===== config.mk =====
export PLATFORM = sky130hd
export DESIGN_NAME = gregorian_date_add_days_unit_flat
export DESIGN_NICKNAME = d
export VERILOG_FILES = /design/src/gda_pkg.sv /design/src/gda_if.sv /design/src/gregorian_date_add_days_unit.sv /design/src/flat_wrapper.sv
export SDC_FILE = /design/constraint.sdc
export NUM_CORES = 1
export LEC_CHECK = 0
export BUFFER_PORTS_ARGS = -buffer_cell sky130_fd_sc_hd__buf_2
export CAP_MARGIN = 10
export CORE_ASPECT_RATIO = 0.6
export CORE_MARGIN = 8
export CORE_UTILIZATION = 50
export DETAILED_ROUTE_END_ITERATION = 6
export GPL_TIMING_DRIVEN = 0
export PLACE_DENSITY = 0.67
export SYNTH_ARGS = -nofsm -noshare
export SYNTH_HDL_FRONTEND = slang
export SYNTH_SLANG_ARGS = --single-unit

===== constraint.sdc =====
create_clock -name clk -period 6.86 [get_ports clk]
set_input_delay 1.372 -clock clk [delete_from_list [all_inputs] [get_ports clk]]
set_output_delay 1.372 -clock clk [all_outputs]
set_load 0.01 [all_outputs]

===== src/gda_pkg.sv =====
`default_nettype none
// package for the gregorian date add days unit
// field widths, calendar constants and the month length and leap helpers; no dependencies
package gda_pkg;

  localparam int ADD_WIDTH = 16;

  localparam int DAY_W   = 5;
  localparam int MON_W   = 4;
  localparam int SYEAR_W = 12;
  localparam int NYEAR_W = 13;
  localparam int ADD_W   = 16;
  localparam int ORD_W   = 9;

  // count bits that take part in the walk
  localparam int ADD_BITS = (ADD_WIDTH < ADD_W) ? ADD_WIDTH : ADD_W;

  localparam int LEAP_CYCLE = 400;
  localparam int CENTURY    = 100;
  localparam int COMMON_LEN = 365;
  localparam int LEAP_LEN   = 366;

  localparam logic [MON_W-1:0] JAN = MON_W'(1);
  localparam logic [MON_W-1:0] FEB = MON_W'(2);
  localparam logic [MON_W-1:0] DEC = MON_W'(12);

  // r400 is the year modulo 400; its low two bits are the year modulo 4
  function automatic logic is_leap(input logic [8:0] r400);
    logic century;
    century = (r400 == 9'(CENTURY)) || (r400 == 9'(2 * CENTURY)) ||
              (r400 == 9'(3 * CENTURY));
    return (r400 == 9'd0) || (!century && (r400[1:0] == 2'd0));
  endfunction

  function automatic logic [DAY_W-1:0] month_len(input logic [MON_W-1:0] m,
                                                 input logic leap);
    logic [DAY_W-1:0] len;
    case (m)
      4'd1, 4'd3, 4'd5, 4'd7, 4'd8, 4'd10, 4'd12: len = DAY_W'(31);
      4'd4, 4'd6, 4'd9, 4'd11: len = DAY_W'(30);
      4'd2: len = leap ? DAY_W'(29) : DAY_W'(28);
      default: len = '0;
    endcase
    return len;
  endfunction

endpackage
`default_nettype wire


===== src/gda_if.sv =====
`default_nettype none
// channel interfaces of the gregorian date add days unit
// depends on gda_pkg for the field widths
interface gda_in_if;
  logic                        valid;
  logic                        ready;
  logic [gda_pkg::DAY_W-1:0]   start_day;
  logic [gda_pkg::MON_W-1:0]   start_month;
  logic [gda_pkg::SYEAR_W-1:0] start_year;
  logic [gda_pkg::ADD_W-1:0]   day_count;

  modport source (output valid, start_day, start_month, start_year, day_count,
                  input ready);
  modport sink (input valid, start_day, start_month, start_year, day_count,
                output ready);
endinterface

interface gda_out_if;
  logic                        valid;
  logic                        ready;
  logic [gda_pkg::DAY_W-1:0]   new_day;
  logic [gda_pkg::MON_W-1:0]   new_month;
  logic [gda_pkg::NYEAR_W-1:0] new_year;
  logic [gda_pkg::ORD_W-1:0]   day_of_year;
  logic [gda_pkg::ORD_W-1:0]   days_left;
  logic                        date_invalid;

  modport source (output valid, new_day, new_month, new_year, day_of_year, days_left,
                  date_invalid, input ready);
  modport sink (input valid, new_day, new_month, new_year, day_of_year, days_left,
                date_invalid, output ready);
endinterface
`default_nettype wire


===== src/gregorian_date_add_days_unit.sv =====
`default_nettype none
// gregorian date add days unit: top level with its sequencer and shared datapath
// depends on gda_pkg and the channel interfaces in gda_if
//
// takes one start date and a day count per word on req and returns one word on rsp:
// the date that many days later, the ordinal day of the start date and the days
// left in its year, or date_invalid with all other fields zero when the start day
// or month is out of range. one word is worked at a time; req.ready is high only
// while the sequencer idles, and the finished word sits in the rsp register so the
// next request can be taken while it waits. a word passes through the reduction of
// the year modulo 400, a range check, the ordinal-day walk over the months up to and
// including the start month, the month walk over each month crossed, and the post of
// the result. the month walk, one month per cycle through a single subtract and
// compare, sets how long a word takes. the leap rule tracks the year modulo 400 as
// the year rolls, so no divider is needed.
module gregorian_date_add_days_unit (
  input  wire logic  clk,
  input  wire logic  rst,
  gda_in_if.sink     req,
  gda_out_if.source  rsp
);

  typedef enum logic [5:0] {
    S_IDLE  = 6'b000001,
    S_MOD   = 6'b000010,
    S_CHECK = 6'b000100,
    S_DOY   = 6'b001000,
    S_WALK  = 6'b010000,
    S_DONE  = 6'b100000
  } state_t;

  state_t state;

  // working registers
  logic [gda_pkg::DAY_W-1:0]    day;
  logic [gda_pkg::MON_W-1:0]    month;
  logic [gda_pkg::NYEAR_W-1:0]  year;
  logic [gda_pkg::SYEAR_W-1:0]  rem;      // year modulo 400 once reduced
  logic [gda_pkg::ADD_BITS-1:0] add;
  logic [1:0]                   k;        // reduction step, 400 << k
  logic [gda_pkg::MON_W-1:0]    mw;       // month pointer of the ordinal walk
  logic [gda_pkg::ORD_W-1:0]    doy;
  logic [gda_pkg::ORD_W-1:0]    dleft;
  logic                         invalid;

  // shared datapath
  logic                         leap;
  logic [gda_pkg::SYEAR_W-1:0]  limit;
  logic [gda_pkg::DAY_W-1:0]    mlen_cur;
  logic [gda_pkg::DAY_W-1:0]    mlen_walk;
  logic [gda_pkg::DAY_W-1:0]    rest;
  logic [gda_pkg::ADD_BITS-1:0] rest_ext;
  logic                         rsp_free;

  assign leap      = gda_pkg::is_leap(rem[8:0]);
  assign limit     = gda_pkg::SYEAR_W'(gda_pkg::LEAP_CYCLE) << k;
  assign mlen_cur  = gda_pkg::month_len(month, leap);
  assign mlen_walk = gda_pkg::month_len(mw, leap);
  // days up to and including the last day of this month
  assign rest      = gda_pkg::DAY_W'(mlen_cur - day + gda_pkg::DAY_W'(1));
  assign rest_ext  = gda_pkg::ADD_BITS'(rest);
  assign rsp_free  = !rsp.valid || rsp.ready;

  assign req.ready = (state == S_IDLE);

  always_ff @(posedge clk) begin
    if (rst) begin
      state     <= S_IDLE;
      rsp.valid <= 1'b0;
    end else begin
      // post a finished word, or drop the one the sink has taken
      if (state == S_DONE && rsp_free) begin
        rsp.valid <= 1'b1;
      end else if (rsp.ready) begin
        rsp.valid <= 1'b0;
      end
      case (state)
        S_IDLE: begin
          if (req.valid) begin
            day   <= req.start_day;
            month <= req.start_month;
            year  <= gda_pkg::NYEAR_W'(req.start_year);
            rem   <= req.start_year;
            add   <= req.day_count[gda_pkg::ADD_BITS-1:0];
            k     <= 2'd3;
            state <= S_MOD;
          end
        end
        S_MOD: begin
          // restoring reduction of the year modulo 400
          if (rem >= limit) begin
            rem <= rem - limit;
          end
          if (k == 2'd0) begin
            state <= S_CHECK;
          end else begin
            k <= k - 2'd1;
          end
        end
        S_CHECK: begin
          if (month < gda_pkg::JAN || month > gda_pkg::DEC ||
              day == '0 || day > mlen_cur) begin
            invalid <= 1'b1;
            state   <= S_DONE;
          end else begin
            invalid <= 1'b0;
            doy     <= gda_pkg::ORD_W'(day);
            mw      <= gda_pkg::JAN;
            state   <= S_DOY;
          end
        end
        S_DOY: begin
          if (mw == month) begin
            dleft <= (leap ? gda_pkg::ORD_W'(gda_pkg::LEAP_LEN)
                           : gda_pkg::ORD_W'(gda_pkg::COMMON_LEN)) - doy;
            state <= S_WALK;
          end else begin
            doy <= doy + gda_pkg::ORD_W'(mlen_walk);
            mw  <= mw + gda_pkg::MON_W'(1);
          end
        end
        S_WALK: begin
          if (add == '0) begin
            state <= S_DONE;
          end else if (add >= rest_ext) begin
            add <= add - rest_ext;
            day <= gda_pkg::DAY_W'(1);
            if (month == gda_pkg::DEC) begin
              month <= gda_pkg::JAN;
              year  <= year + gda_pkg::NYEAR_W'(1);
              rem   <= (rem == gda_pkg::SYEAR_W'(gda_pkg::LEAP_CYCLE - 1)) ? '0
                                                                           : rem + 1'b1;
            end else begin
              month <= month + gda_pkg::MON_W'(1);
            end
          end else begin
            // count ends inside this month
            day <= day + add[gda_pkg::DAY_W-1:0];
            add <= '0;
          end
        end
        S_DONE: begin
          if (rsp_free) begin
            state <= S_IDLE;
          end
        end
        default: begin
          state <= S_IDLE;
        end
      endcase
    end
  end

  // result word register, loaded as the sequencer posts
  always_ff @(posedge clk) begin
    if (state == S_DONE && rsp_free) begin
      rsp.date_invalid <= invalid;
      if (invalid) begin
        rsp.new_day     <= '0;
        rsp.new_month   <= '0;
        rsp.new_year    <= '0;
        rsp.day_of_year <= '0;
        rsp.days_left   <= '0;
      end else begin
        rsp.new_day     <= day;
        rsp.new_month   <= month;
        rsp.new_year    <= year;
        rsp.day_of_year <= doy;
        rsp.days_left   <= dleft;
      end
    end
  end

`ifndef SYNTH
  // a taken request starts the year reduction
  a_start: assert property (@(posedge clk) disable iff (rst)
    (req.valid && req.ready) |=> (state == S_MOD))
    else $error("accepted word did not start the reduction");

  // the year residue stays reduced while the month walk runs
  a_rem: assert property (@(posedge clk) disable iff (rst)
    (state == S_WALK) |-> (rem < gda_pkg::SYEAR_W'(gda_pkg::LEAP_CYCLE)))
    else $error("year residue out of range in month walk");

  // the walked day stays within its month
  a_day: assert property (@(posedge clk) disable iff (rst)
    (state == S_WALK) |-> (day != '0 && day <= mlen_cur))
    else $error("walked day outside its month");

  // an invalid date posts zero fields
  a_zero: assert property (@(posedge clk) disable iff (rst)
    (rsp.valid && rsp.date_invalid) |-> (rsp.new_day == '0 && rsp.new_month == '0 &&
      rsp.new_year == '0 && rsp.day_of_year == '0 && rsp.days_left == '0))
    else $error("invalid date with nonzero fields");
`endif

endmodule
`default_nettype wire


===== src/flat_wrapper.sv =====
// flat-port wrapper written by rule: the top's interface ports become plain ports
module gregorian_date_add_days_unit_flat 
  (clk, rst, req_valid, req_start_day, req_start_month, req_start_year, req_day_count, req_ready, rsp_valid, rsp_new_day, rsp_new_month, rsp_new_year, rsp_day_of_year, rsp_days_left, rsp_date_invalid, rsp_ready);
  gda_in_if req_i ();
  gda_out_if rsp_i ();
  input  wire logic clk;
  input  wire logic rst;
  input wire logic [$bits(req_i.valid)-1:0] req_valid;
  input wire logic [$bits(req_i.start_day)-1:0] req_start_day;
  input wire logic [$bits(req_i.start_month)-1:0] req_start_month;
  input wire logic [$bits(req_i.start_year)-1:0] req_start_year;
  input wire logic [$bits(req_i.day_count)-1:0] req_day_count;
  output wire logic [$bits(req_i.ready)-1:0] req_ready;
  output wire logic [$bits(rsp_i.valid)-1:0] rsp_valid;
  output wire logic [$bits(rsp_i.new_day)-1:0] rsp_new_day;
  output wire logic [$bits(rsp_i.new_month)-1:0] rsp_new_month;
  output wire logic [$bits(rsp_i.new_year)-1:0] rsp_new_year;
  output wire logic [$bits(rsp_i.day_of_year)-1:0] rsp_day_of_year;
  output wire logic [$bits(rsp_i.days_left)-1:0] rsp_days_left;
  output wire logic [$bits(rsp_i.date_invalid)-1:0] rsp_date_invalid;
  input wire logic [$bits(rsp_i.ready)-1:0] rsp_ready;
  assign req_i.valid = req_valid;
  assign req_i.start_day = req_start_day;
  assign req_i.start_month = req_start_month;
  assign req_i.start_year = req_start_year;
  assign req_i.day_count = req_day_count;
  assign req_ready = req_i.ready;
  assign rsp_valid = rsp_i.valid;
  assign rsp_new_day = rsp_i.new_day;
  assign rsp_new_month = rsp_i.new_month;
  assign rsp_new_year = rsp_i.new_year;
  assign rsp_day_of_year = rsp_i.day_of_year;
  assign rsp_days_left = rsp_i.days_left;
  assign rsp_date_invalid = rsp_i.date_invalid;
  assign rsp_i.ready = rsp_ready;
  gregorian_date_add_days_unit u_core (.clk(clk), .rst(rst), .req(req_i), .rsp(rsp_i));
endmodule

==> metrics <==
mux contribution to synthesized area=less than 1%; DR WL met3=between 1000 and 1500 microns; core footprint=about 14000 sq um; MaxCap Viol Count=0; Synth Area in Simple Gates=roughly 18%; Worst Hold Slack=~0.53 ns; Fin. Hold Viols=0; Critical Path End Type=flop; Iteration-0 DRC Markers=493; WL met1=between 9000 and 10000 microns; postcts setup bufs=0; starting density of the core=between 50% and 60%; gr usage total=around 20%; Worst-Margin Slew=around 1.1 ns; die width=173 microns; DR pass1 iterations=5; Routed WL=between 15000 and 20000 microns; slowest CP cell=nor2_1; hpwl dp=roughly 14000 microns; initial antenna violation count=0; # rows=34; ANT cells=0; Peak supply drop=0.000151 V; fin crit period=5.65 ns; Hold Path Stages=1; outcome=finished clean; Synth Flop Type=edfxtp_1; Routability Congestion=~0.88; Static Leak=3.43 nW; chip height=about 110 microns; Overall Power=between 2 and 2.5 mW; Final TNS setup=0 ns; drt drc=0; routed vias=~5700; layout cells sized above 1=between 15 and 20%; area share of the largest cell type after synthesis=between 40% and 50%; total CTS buffers=17; worst path bufs/invs=3; register area share after synthesis=between 40% and 50%; via/cell ratio=5.69; R2R cell count=19; CP arrival=roughly 5.7 ns; synth warn=0; xor and xnor area share after synthesis=approximately 7.0%; post-synthesis cell type count=65; Worst-path clk slew=0.06 ns; Post-Syn Area=7350 sq um; H-Tree Level Count=4; Critical Path Fanout Max=13; Worst Hold Class=flop to flop; Worst path max stage delay=0.81 ns; pwr/cell area=~250 nW/um^2; Synth async-reset ratio=0%; worst skew pair latency=0.42 ns; grt total ovfl=0; RSZ-0062 raised after global routing=no; highest clock rate=about 180 MHz; synthesized instance count=just under 700; Max Used Layer=met4; CP dominant cell by count=ha_1; post-route ant nets=0; Levels on crit path=19; wire length per cell=18.8 microns; number of global-route vias before repair=5581; final period utilization=between 80% and 90%; final net count=between 800 and 900; FF+latch count, synth=about 120; first-pass GRT wire length=29700 microns; final setup vio count=0; clk sinks=123; CP required=about 6.9 ns; Slew Limit Fails=0; cell taking the most area after synthesis=edfxtp_1; I/O Pins=84; largest net degree at the start of global routing=35; area grow syn2layout=17.5%; Setup CP Type=flop to flop; Port Buffer Count=83; adder-cell share of the synthesized area=~10%; CTS tree=done; Post-synth EDFFs=between 100 and 150; top cells by area, synth=edfxtp_1 (47%), ha_1 (8.5%), xnor2_1 (4.1%), nand2_1 (3.4%), o21ai_0 (3.3%); Post-CTS Resized=0; CP top delay family=compound AO/OA/AOI/OAI gates; post-synth net total=787; post-synthesis area per instance=around 11 sq um; max_slew headroom=between 20 and 30%; post-synthesis compound-gate area fraction=between 10% and 20%; Root Driver=clkbuf_16; Worst setup SP type=flop; combinational family with the most area after synthesis=simple AND/OR/NAND/NOR gates; critical path cell sequence=clkbuf_1 > nand3b_1 > o21ai_0 > a21oi_1 > a31oi_1 > a31oi_1 > ha_1 > ha_1 > inv_1 > fa_1 > xor2_1 > ha_1 > o21ai_0 > a21oi_1 > or2_1 > buf_2 > nor2_8 > o21a_1 > nor2_1; Clock Path Buffers=2; Die ar.=about 19000 sq um; Post-CTS Hold Fix Bufs=0; met2 routed WL=8140 microns; skew final=about 0.014 ns
[area by class of cell]
type | instances | area [sq um]
clock buffers | 20 | 437
fillers | 1205 | 5790
multi-input cells | 500 | 3480
repair buffers | 86 | 454
flip-flops and latches | 123 | 3620
well taps | 198 | 248
clock inverters | 11 | 128
plain buffers | 25 | 109
inverters | 42 | 158
[cells in the mapped netlist, types with 5 or more instances]
master	count
or4_1	5
nor4_1	7
clkbuf_1	19
a21o_1	5
o21ai_0	49
a211oi_1	8
dfxtp_1	7
nand3_1	16
nand2b_1	11
fa_1	6
a31oi_1	9
nor2b_1	37
nor3_1	16
and3_1	10
xor2_1	25
a21oi_1	20
nor2_1	45
nand2_1	67
o31ai_1	5
xnor2_1	34
or3_1	7
edfxtp_1	116
nand3b_1	6
nor3b_1	5
inv_1	42
ha_1	50
[routing by layer]
| metal | up-vias | GRT usage (%) |
|---|---|---|
| met5 | - | 0 |
| met2 | 236 | 29.9 |
| met1 | 2764 | 28.4 |
| met4 | 0 | 5.74 |
| li1 | 2699 | - |
| met3 | 19 | 5.62 |
[report_power, final]
part | switching [mW] | leakage (nW) | total (mW) | internal (mW)
Sequential | 0.0378 | 1.12 | 0.897 | 0.859
Clock | 0.318 | 0.282 | 0.880 | 0.562
Combinational | 0.219 | 2.03 | 0.374 | 0.155
[path summary, 6_finish.rpt]
path	startpoint	end	slack (ns)
setup reg to reg	u_core.rem[6]$_DFFE_PP_	u_core.year[4]$_DFFE_PP_	1.21
hold reg to reg	u_core.dleft[3]$_DFFE_PP_	u_core.rsp.days_left[3]$_SDFFCE_PP0P_	0.53
hold / removal	u_core.dleft[3]$_DFFE_PP_	u_core.rsp.days_left[3]$_SDFFCE_PP0P_	0.53
setup / recovery	u_core.rem[6]$_DFFE_PP_	u_core.year[4]$_DFFE_PP_	1.21
[kinds of logic after synthesis]
family / after synthesis
AOI/OAI and AO/OA: 132
DFF: 123
muxes: 2
adders and majority gates: 56
buffers and inverters: 67
xor gates and xnor gates: 59
and+or+nand+nor: 251
[placed cells by master, fill, tap and decap left out, types with 22 or more instances in the layout]
master      n
nor2b_1    36
xnor2_1    34
nand2_1    67
ha_1       50
edfxtp_1  116
o21ai_0    49
clkbuf_1   22
buf_2      86
nor2_1     45
inv_1      42
xor2_1     25
[registers in the layout (all words and copies together) (netlist names), 9 cells and up]
| signal | flops |
|---|---|
| u_core.rsp.day_of_year | 9 |
| u_core.rsp.days_left | 9 |
| u_core.doy | 9 |
| u_core.rem | 12 |
| u_core.add | 16 |
| u_core.rsp.new_year | 13 |
| u_core.year | 13 |
| u_core.dleft | 9 |
[through the flow]
stage | instances | worst slack (ns) | cell area [sq um] | util, %
2_1_floorplan | 690 | 1.91 | 7350 | -
3_3_place_gp | 971 | 0.777 | 8010 | 55.6
3_5_place_dp | 974 | 1.20 | 8070 | 56.0
4_1_cts | 1005 | 1.19 | 8630 | 59.9
5_1_grt | 1005 | 0.787 | 8630 | 59.9
6_report | 1005 | 1.21 | 8630 | 59.9
No activity file was read; power rests on OpenSTA's default activity.
